$ cat config.mk
export PLATFORM = sky130hd
export DESIGN_NAME = stick_direction_quantizer
export DESIGN_NICKNAME = d
export VERILOG_FILES = /design/src/rtl/sdq_pkg.sv /design/src/rtl/sdq_magnitude.sv /design/src/rtl/sdq_square.sv /design/src/rtl/sdq_classify.sv /design/src/rtl/stick_direction_quantizer.sv
export SDC_FILE = /design/constraint.sdc
export NUM_CORES = 2
export LEC_CHECK = 0
export ABC_AREA = 1
export BUFFER_PORTS_ARGS = -buffer_cell sky130_fd_sc_hd__buf_2
export CAP_MARGIN = 10
export CORE_MARGIN = 2
export CORE_UTILIZATION = 50
export CTS_BUF_LIST = sky130_fd_sc_hd__clkbuf_4 sky130_fd_sc_hd__clkbuf_8
export CTS_CLUSTER_DIAMETER = 100
export DETAILED_ROUTE_END_ITERATION = 8
export PLACE_DENSITY_LB_ADDON = 0.12
export SETUP_SLACK_MARGIN = 0.05
export SKIP_CTS_REPAIR_TIMING = 1
export SLEW_MARGIN = 20
export SYNTH_ARGS = -nofsm -noshare
export SYNTH_HDL_FRONTEND = slang
export SYNTH_SLANG_ARGS = --single-unit
$ cat constraint.sdc
create_clock -name clk -period 5.42 [get_ports clk]
set_input_delay 0.271 -clock clk [delete_from_list [all_inputs] [get_ports clk]]
set_output_delay 0.271 -clock clk [all_outputs]
set_load 0.01 [all_outputs]
$ cat src/rtl/sdq_pkg.sv
// Shared types, constants and helpers for the stick direction quantizer.
package sdq_pkg;

  localparam int AXIS_BITS   = 16;
  localparam int THR_W       = 15;
  localparam int PREV_W      = 4;
  localparam int CFG_IDX_W   = 2;
  localparam int CFG_DATA_W  = THR_W;

  // Threshold rescale from Q1.15 to the axis scale
  localparam int UP_SH       = (AXIS_BITS >= 16) ? AXIS_BITS - 16 : 0;
  localparam int DN_SH       = (AXIS_BITS >= 16) ? 0 : 16 - AXIS_BITS;
  localparam int SC_W        = THR_W + UP_SH;
  localparam int T_W         = AXIS_BITS - 1;

  localparam int MAG_W       = AXIS_BITS;
  localparam int SQ_W        = 2 * MAG_W - 1;
  localparam int TT_W        = 2 * T_W;
  localparam int SUM_W       = 2 * MAG_W;

  // tan(22.5 deg) ~= RATIO_NUM / 2^RATIO_SHIFT
  localparam int RATIO_W     = 15;
  localparam int RATIO_SHIFT = 16;
  localparam logic [RATIO_W-1:0] RATIO_NUM = 15'd27146;
  localparam int PROD_W      = MAG_W + RATIO_W;
  localparam int SH_W        = MAG_W + RATIO_SHIFT;

  // Register indexes
  localparam logic [CFG_IDX_W-1:0] REG_ACTIVATION = 2'd0;
  localparam logic [CFG_IDX_W-1:0] REG_RELEASE    = 2'd1;
  localparam logic [CFG_IDX_W-1:0] REG_DIAGONAL   = 2'd2;

  localparam logic [THR_W-1:0] ACT_RESET = 15'd8192;
  localparam logic [THR_W-1:0] REL_RESET = 15'd6554;

  typedef enum logic [PREV_W-1:0] {
    DIR_NONE       = 4'd0,
    DIR_UP         = 4'd1,
    DIR_UP_RIGHT   = 4'd2,
    DIR_RIGHT      = 4'd3,
    DIR_DOWN_RIGHT = 4'd4,
    DIR_DOWN       = 4'd5,
    DIR_DOWN_LEFT  = 4'd6,
    DIR_LEFT       = 4'd7,
    DIR_UP_LEFT    = 4'd8
  } dir_t;

  typedef struct packed {
    logic signed [AXIS_BITS-1:0] axis_x;
    logic signed [AXIS_BITS-1:0] axis_y;
    logic [PREV_W-1:0]           prev_direction;
  } sample_t;

  typedef struct packed {
    logic ok;
    dir_t direction;
  } result_t;

  typedef struct packed {
    logic [THR_W-1:0] act_thr;
    logic [THR_W-1:0] rel_thr;
    logic             allow_diag;
  } cfg_t;

  typedef struct packed {
    logic             ok;
    logic             xpos;
    logic             ypos;
    logic [MAG_W-1:0] ax;
    logic [MAG_W-1:0] ay;
    logic [T_W-1:0]   thr;
  } mag_t;

  typedef struct packed {
    logic              ok;
    logic              xpos;
    logic              ypos;
    logic [MAG_W-1:0]  ax;
    logic [MAG_W-1:0]  ay;
    logic [SQ_W-1:0]   sq_x;
    logic [SQ_W-1:0]   sq_y;
    logic [TT_W-1:0]   sq_t;
    logic [PROD_W-1:0] rat_x;
    logic [PROD_W-1:0] rat_y;
  } prod_t;

  function automatic logic [T_W-1:0] scale_thr(input logic [THR_W-1:0] t);
    logic [SC_W-1:0] w;
    w = SC_W'(t) << UP_SH;
    return T_W'(w >> DN_SH);
  endfunction

endpackage

$ cat src/rtl/sdq_magnitude.sv
// First stage: axis magnitudes and signs, threshold pick, validity check.
module sdq_magnitude (
  input  logic            clk,
  input  logic            rst,
  input  logic            in_valid,
  output logic            in_ready,
  input  sdq_pkg::sample_t in_beat,
  input  sdq_pkg::cfg_t   cfg,
  output logic            out_valid,
  input  logic            out_ready,
  output sdq_pkg::mag_t   out_beat
);
  import sdq_pkg::*;

  mag_t             stage_next;
  logic [MAG_W-1:0] x_u;
  logic [MAG_W-1:0] y_u;

  always_comb begin
    x_u = MAG_W'(in_beat.axis_x);
    y_u = MAG_W'(in_beat.axis_y);
    stage_next.ax   = x_u[MAG_W-1] ? (~x_u + 1'b1) : x_u;
    stage_next.ay   = y_u[MAG_W-1] ? (~y_u + 1'b1) : y_u;
    stage_next.xpos = !x_u[MAG_W-1] && (x_u != '0);
    stage_next.ypos = !y_u[MAG_W-1] && (y_u != '0);
    stage_next.ok   = (cfg.rel_thr <= cfg.act_thr) &&
                      (in_beat.prev_direction <= DIR_UP_LEFT);
    stage_next.thr  = (in_beat.prev_direction == DIR_NONE) ?
                      scale_thr(cfg.act_thr) : scale_thr(cfg.rel_thr);
  end

  assign in_ready = !out_valid || out_ready;

  always_ff @(posedge clk) begin
    if (rst) begin
      out_valid <= 1'b0;
    end else if (in_ready) begin
      out_valid <= in_valid;
    end
    if (in_ready && in_valid) begin
      out_beat <= stage_next;
    end
  end

endmodule

$ cat src/rtl/sdq_square.sv
// Second stage: squares of the magnitudes and threshold, sector ratio products.
module sdq_square (
  input  logic          clk,
  input  logic          rst,
  input  logic          in_valid,
  output logic          in_ready,
  input  sdq_pkg::mag_t in_beat,
  output logic          out_valid,
  input  logic          out_ready,
  output sdq_pkg::prod_t out_beat
);
  import sdq_pkg::*;

  prod_t stage_next;

  always_comb begin
    stage_next.ok    = in_beat.ok;
    stage_next.xpos  = in_beat.xpos;
    stage_next.ypos  = in_beat.ypos;
    stage_next.ax    = in_beat.ax;
    stage_next.ay    = in_beat.ay;
    stage_next.sq_x  = SQ_W'(in_beat.ax) * SQ_W'(in_beat.ax);
    stage_next.sq_y  = SQ_W'(in_beat.ay) * SQ_W'(in_beat.ay);
    stage_next.sq_t  = TT_W'(in_beat.thr) * TT_W'(in_beat.thr);
    stage_next.rat_x = PROD_W'(in_beat.ax) * PROD_W'(RATIO_NUM);
    stage_next.rat_y = PROD_W'(in_beat.ay) * PROD_W'(RATIO_NUM);
  end

  assign in_ready = !out_valid || out_ready;

  always_ff @(posedge clk) begin
    if (rst) begin
      out_valid <= 1'b0;
    end else if (in_ready) begin
      out_valid <= in_valid;
    end
    if (in_ready && in_valid) begin
      out_beat <= stage_next;
    end
  end

endmodule

$ cat src/rtl/sdq_classify.sv
// Last stage: radius test and sector decision into the result register.
module sdq_classify (
  input  logic            clk,
  input  logic            rst,
  input  logic            in_valid,
  output logic            in_ready,
  input  sdq_pkg::prod_t  in_beat,
  input  sdq_pkg::cfg_t   cfg,
  output logic            out_valid,
  input  logic            out_ready,
  output sdq_pkg::result_t out_beat
);
  import sdq_pkg::*;

  result_t          stage_next;
  logic [SUM_W-1:0] radius_sq;
  logic             in_circle;
  logic             near_y;
  logic             near_x;

  always_comb begin
    radius_sq = SUM_W'(in_beat.sq_x) + SUM_W'(in_beat.sq_y);
    in_circle = radius_sq <= SUM_W'(in_beat.sq_t);
    // boundary samples go to the axis direction
    near_y    = {in_beat.ax, {RATIO_SHIFT{1'b0}}} <= SH_W'(in_beat.rat_y);
    near_x    = {in_beat.ay, {RATIO_SHIFT{1'b0}}} <= SH_W'(in_beat.rat_x);
    stage_next.ok = in_beat.ok;
    priority if (!in_beat.ok || in_circle) begin
      stage_next.direction = DIR_NONE;
    end else if (cfg.allow_diag) begin
      priority if (near_y) begin
        stage_next.direction = in_beat.ypos ? DIR_UP : DIR_DOWN;
      end else if (near_x) begin
        stage_next.direction = in_beat.xpos ? DIR_RIGHT : DIR_LEFT;
      end else if (in_beat.xpos) begin
        stage_next.direction = in_beat.ypos ? DIR_UP_RIGHT : DIR_DOWN_RIGHT;
      end else begin
        stage_next.direction = in_beat.ypos ? DIR_UP_LEFT : DIR_DOWN_LEFT;
      end
    end else if (in_beat.ax > in_beat.ay) begin
      stage_next.direction = in_beat.xpos ? DIR_RIGHT : DIR_LEFT;
    end else begin
      // Y wins ties
      stage_next.direction = in_beat.ypos ? DIR_UP : DIR_DOWN;
    end
  end

  assign in_ready = !out_valid || out_ready;

  always_ff @(posedge clk) begin
    if (rst) begin
      out_valid <= 1'b0;
    end else if (in_ready) begin
      out_valid <= in_valid;
    end
    if (in_ready && in_valid) begin
      out_beat <= stage_next;
    end
  end

endmodule

$ cat src/rtl/stick_direction_quantizer.sv
// Top level: config registers and the three-stage direction quantizer pipeline.
//
// Turns one signed two-axis stick sample plus the caller's previous direction
// into a direction code (0 none, 1..8 clockwise from up) and an ok flag. One
// beat is accepted per clock while in_ready is high and one result comes out
// per beat, in order, through the three register stages (magnitude,
// squares/products, classification into the output register). The only
// multipliers sit in the squares/products stage. in_ready is high whenever the
// output register is empty or being drained, and each stage holds its beat
// under backpressure, so stalls never drop or repeat a result. The block has
// no state of its own besides the three config registers; write them only
// while the pipeline is empty. Hysteresis comes from the caller feeding back
// the last direction: with prev none the activation radius applies, else the
// release radius. A radius exactly on the threshold counts as inside (none).
module stick_direction_quantizer (
  input  logic                              clk,
  input  logic                              rst,
  input  logic                              in_valid,
  output logic                              in_ready,
  input  sdq_pkg::sample_t                  in_beat,
  output logic                              out_valid,
  input  logic                              out_ready,
  output sdq_pkg::result_t                  out_beat,
  input  logic                              cfg_write,
  input  logic [sdq_pkg::CFG_IDX_W-1:0]     cfg_index,
  input  logic [sdq_pkg::CFG_DATA_W-1:0]    cfg_data
);
  import sdq_pkg::*;

  cfg_t  cfg;
  logic  mag_valid;
  logic  mag_ready;
  mag_t  mag_beat;
  logic  prod_valid;
  logic  prod_ready;
  prod_t prod_beat;

  // Config registers; unknown indexes are ignored.
  always_ff @(posedge clk) begin
    if (rst) begin
      cfg.act_thr    <= ACT_RESET;
      cfg.rel_thr    <= REL_RESET;
      cfg.allow_diag <= 1'b1;
    end else if (cfg_write) begin
      unique case (cfg_index)
        REG_ACTIVATION: cfg.act_thr    <= cfg_data[THR_W-1:0];
        REG_RELEASE:    cfg.rel_thr    <= cfg_data[THR_W-1:0];
        REG_DIAGONAL:   cfg.allow_diag <= cfg_data[0];
        default: ;
      endcase
    end
  end

  // Stage 1: abs values, signs, threshold select, ok check
  sdq_magnitude u_mag (
    .clk       (clk),
    .rst       (rst),
    .in_valid  (in_valid),
    .in_ready  (in_ready),
    .in_beat   (in_beat),
    .cfg       (cfg),
    .out_valid (mag_valid),
    .out_ready (mag_ready),
    .out_beat  (mag_beat)
  );

  // Stage 2: x^2, y^2, t^2 and the tan(22.5) products
  sdq_square u_sq (
    .clk       (clk),
    .rst       (rst),
    .in_valid  (mag_valid),
    .in_ready  (mag_ready),
    .in_beat   (mag_beat),
    .out_valid (prod_valid),
    .out_ready (prod_ready),
    .out_beat  (prod_beat)
  );

  // Stage 3: compares and direction pick, output register
  sdq_classify u_cls (
    .clk       (clk),
    .rst       (rst),
    .in_valid  (prod_valid),
    .in_ready  (prod_ready),
    .in_beat   (prod_beat),
    .cfg       (cfg),
    .out_valid (out_valid),
    .out_ready (out_ready),
    .out_beat  (out_beat)
  );

`ifndef SYNTHESIS
  // A failed check never carries a direction.
  a_bad_is_none: assert property (@(posedge clk) disable iff (rst)
    out_valid |-> (out_beat.ok || out_beat.direction == DIR_NONE))
    else $error("ok=0 result carries a direction");

  // Codes above up-left never leave the block.
  a_dir_range: assert property (@(posedge clk) disable iff (rst)
    out_valid |-> (out_beat.direction <= DIR_UP_LEFT))
    else $error("direction code out of range");

  // Four-way mode gives no diagonals.
  a_cardinal_only: assert property (@(posedge clk) disable iff (rst)
    (out_valid && !cfg.allow_diag) |->
      (out_beat.direction == DIR_NONE || out_beat.direction == DIR_UP ||
       out_beat.direction == DIR_RIGHT || out_beat.direction == DIR_DOWN ||
       out_beat.direction == DIR_LEFT))
    else $error("diagonal in four-way mode");

  // An empty output register means the whole pipe can move.
  a_ready_when_empty: assert property (@(posedge clk) disable iff (rst)
    !out_valid |-> in_ready)
    else $error("input stalled with empty output register");
`endif

endmodule

Word level (Yosys, flattened, before mapping). Index checks and enable logic that the tools add are counted.

Register bits: 276. Input bits: 58. Output and inout bits: 7. Word-level logic and storage cells: 79.

Add/subtract/negate cells: 3. $mul: 5. Magnitude comparators: 6. Equal/unequal tests: 2. Mux-type cells: 12. Bitwise gates (word level): 2. Reductions and logical operators: 23.

Operators by type and width (count): less-or-equal comparator 32 x 31 -> 1 bit (2); multiplier 16 x 16 -> 31 bit (2); multiplier 16 x 14 -> 30 bit, second input constant (2); two-way mux 15 bit (3); adder 16 x 1 -> 16 bit, second input constant (2); adder 31 x 31 -> 32 bit (1); less-or-equal comparator 32 x 30 -> 1 bit (1); NOT 16 bit (2); nonzero test 16 bit (2); multiplier 15 x 15 -> 30 bit (1); two-way mux 4 bit (6); greater-than comparator 16 bit (1); less-or-equal comparator 15 bit (1); two-way mux 3 bit (3); logical AND 1 bit (6); zero test 1 bit (6); AND reduction 2 bit (3); less-or-equal comparator 4 bit, second input constant (1); zero test 4 bit (1); logical OR 1 bit (4); equality test 2 x 1 -> 1 bit, second input constant (1); equality test 2 bit, second input constant (1); zero test 2 bit (1).

Longest topological paths before layout.
Word-level depth: 5. Gate-level depth with buffers: 26.

Hierarchy. Synthesis repeated with hierarchy kept, for this count alone.

Cell total of the unflattened synthesis: 5545. Area, all modules: 44211.2 um^2.

Modules (own cells, without submodules): sdq_square (instances 1, cells each 4375, area an instance 35780.6 um^2, seq. area each 5365.1 um^2); sdq_classify (instances 1, cells each 656, area an instance 4112.7 um^2, seq. area each 170.2 um^2); sdq_magnitude (instances 1, cells each 326, area an instance 2964.1 um^2, seq. area each 1521.5 um^2); stick_direction_quantizer (instances 1, cells each 188, area an instance 1353.8 um^2, seq. area each 620.6 um^2).

Least setup slack after synthesis. OpenSTA, ideal clock, no wires.

Kind: register -> register. From: reg u_mag.out_beat[24] in the netlist's numbering. To: reg u_sq.out_beat[120] in the netlist's numbering (data pin). Setup time: 0.260 ns. Arrival: 5.464 ns. Slack: -0.304 ns. Stages on the path, launching flop included: 25. Buffers on the path: 1. Period minus slack after synthesis: 5.724 ns. Cells stage by stage: edfxtp_1 > clkbuf_1 > nand2_1 > inv_1 > fa_1 > inv_1 > fa_1 > inv_1 > fa_1 > inv_1 > fa_1 > inv_1 > fa_1 > inv_1 > fa_1 > inv_1 > ha_1 > a21o_1 > a21boi_1 > o21ai_1 > nand2_1 > nand3_1 > nand3_1 > nand2_1 > xor2_1.

RTL lines: from (decl) (line sdq_magnitude.sv:11) `output sdq_pkg::mag_t out_beat`; from (signal assigned) (line sdq_magnitude.sv:41) `out_beat <= stage_next;`; to (signal assigned) (line sdq_square.sv:38) `out_beat <= stage_next;`; to (decl) (line sdq_square.sv:10) `output sdq_pkg::prod_t out_beat`.

==> run metrics <==
IO Count 65; slew of the pin with the lowest slew margin 1001 ps; Crit Path Max Fanout 6; crit share post-route 1.032; final WL 103300 µm; Setup CP Type reg -> reg; global routing usage on met2 0.4011; FMAX approximately 180 MHz; Synth Register Bits 267; H-tree levels 2; fraction of layout instances using a drive strength above 1 0.2104; clock-pin transition on the worst setup and hold timing paths 60 ps; Chip Width 290.5 µm; FF-to-FF path depth 24; required time of the critical path about 5800 ps; first-pass GRT wire length 163800 µm; clk sinks around 270; post-synth top area cell fa_1; Core ar. roughly 0.08 mm²; count leader, synth inv_1; Slew headroom 0.3307; Clock Skew 47.83 ps; CP Capture Type flip-flop; Starting Density 0.5021; max-cap violation count 0; post-route ant nets 0; Post-synth ARST share 0; Synth area leaders fa_1, ha_1, edfxtp_1, inv_1, nand2_1; CTS tree done; gp weighted congestion 0.9065; WL/cell 16.37 µm; Yosys top cell area share 0.2625; Mapped Cells 4589; number of buffers added on ports 64; sequential fraction of the synthesis area 0.1871; clk_lat worst skew between 600 and 700 ps; CTS Buffer Depth 3; ant diodes 0; Fin. Hold Viols 0; All-Layer GR Usage 0.2432; DR pass1 iterations 5; initial antenna violation count 3; number of DRC markers in iteration 0 1598; largest net degree at the start of global routing approximately 100; RR Endpoint u_sq.out_beat[148]$_DFFE_PP_; TritonCTS Buffers 52; Post-synth EDFFs 233; failing checks setup timing; root buffer cell clkbuf_8; CP Data Arrival Time 6000 ps; R2R Setup Slk -180 ps; RSZ-0062 raised after global routing true; Synth Area per Inst 8.941 µm²; Overflow after GRT 0; worst hold path depth 3; status complete, but fails checks; Reg-to-Reg Start u_mag.out_beat[40]$_DFFE_PP_; Via Count 31290; row cnt 105; nets between 6000 and 7000; Setup WS post-layout -175.9 ps; Synth Cell Area 0.04103 mm²; M3 GR Usage 0.02608; hold wc startpoint cfg_index[0]; yosys synthesis warning count 0; GRT busiest layer met2; Final min period 5596 ps; post-DP HPWL 85290 µm; top post-synthesis cells by count inv_1, nand2_1, ha_1; Die Footprint between 0.08 and 0.09 mm²; type of the worst min-delay path in -> reg; Max Slew Vio Count 0; GR Layer Usage met1 0.3479; ys flop type edfxtp_1; Startpoint Class flip-flop; die span in y 290.5 µm; vias in the first global route 31710; Residual DRC 0; hold path endpoint cfg[29]$_SDFFE_PP1P_; endpoints failing setup 28; Area Growth Syn to Fin 22.14%; Vias/cell 4.961; Synth cell types 57; post-layout util 0.6132
## layout by cell type, fill, tap and decap left out, types with 21 or more instances in the layout
master / n
a21o_1: 21
a21oi_1: 191
a21oi_2: 47
buf_2: 65
buf_4: 436
buf_6: 51
clkbuf_8: 52
dfxtp_1: 34
dlygate4sd3_1: 42
edfxtp_1: 233
fa_1: 515
fa_2: 23
ha_1: 598
ha_4: 48
inv_1: 1123
inv_2: 59
nand2_1: 643
nand2_2: 67
nand2_4: 22
nand3_1: 79
nand3_2: 24
nand4_1: 31
nor2_1: 182
nor3_1: 30
o21ai_0: 116
o21ai_2: 22
xnor2_1: 62
xor2_1: 133
## metal layers
layer / vias to the layer above / part of all wire
met1: 15120 / 0.47
met5: - / 0
met2: 507 / 0.47
met4: 0 / 0.020
li1: 15540 / -
met3: 122 / 0.038
## layout make-up
cell class	instances	area, µm²
well taps	1070	1339
inverters	1188	4477
flip-flops and latches	267	7677
clock inverters	35	345.3
repair buffers	617	5044
fillers	7175	31600
multi-input cells	3067	30430
clock buffers	63	798.3
## cells by family (layout without fill, tap and decap cells)
kind of cell,after synthesis,in the layout,share of synthesized area
other,1,2,0.00009140
and+or+nand+nor,1152,1152,0.1175
buffers and inverters,1256,1903,0.1149
adders and majority gates,1194,1194,0.4626
AOI/OAI and AO/OA,506,506,0.07237
xor gates and xnor gates,213,213,0.04547
DFF,267,267,0.1871
## metrics by stage
step	TNS (ps)	instance area [µm²]	hold WS, ps	worst slack [ps]	instances
detailed placement	-6296	46090	410.5	-708.1	6082
CTS	-5911	47230	-233.9	-685.4	6180
global route	-10490	50110	-1.490	-350.3	6307
floorplan	0	41450	340.1	31.29	4590
global placement	-4533	46090	424.0	-670.5	6082
finish	-1789	50110	13.43	-175.9	6307
## flip-flops by register name, summed over array words and instances, names as in the netlist
signal and cells:
u_sq.out_valid 1, u_cls.out_valid 1, u_mag.out_beat 50, cfg 31
u_cls.out_beat 5, u_sq.out_beat 178, u_mag.out_valid 1
## critical path, stage by stage, from the launching register on
cell and delay, ps:
edfxtp_1 500, buf_6 190, nand2_4 70, inv_2 40
fa_1 510, inv_2 40, fa_1 510, inv_2 40
fa_1 510, inv_2 40, fa_1 520, inv_1 50
fa_1 520, inv_2 40, fa_2 530, inv_2 50
ha_4 270, nand2_4 110, inv_4 50, a21oi_2 130
o21ai_1 60, nand2_1 60, o211ai_1 160, buf_4 190
xor2_1 140
## worst max-delay path by stage
stage	cells past startpoint	to	slack [ps]	startpoint
after detailed placement	19	u_sq.out_beat[112]$_DFFE_PP_	-710	u_mag.out_beat[24]$_DFFE_PP_
final	24	u_sq.out_beat[148]$_DFFE_PP_	-180	u_mag.out_beat[40]$_DFFE_PP_
after global placement	19	u_sq.out_beat[112]$_DFFE_PP_	-670	u_mag.out_beat[24]$_DFFE_PP_
after floorplan	21	u_sq.out_beat[120]$_DFFE_PP_	30	u_mag.out_beat[27]$_DFFE_PP_
after CTS	19	u_sq.out_beat[112]$_DFFE_PP_	-690	u_mag.out_beat[24]$_DFFE_PP_
after global routing	24	u_sq.out_beat[148]$_DFFE_PP_	-350	u_mag.out_beat[40]$_DFFE_PP_
Power is not shown: default switching activity piles up to over one toggle a cycle in this logic, so the estimate is an artifact.
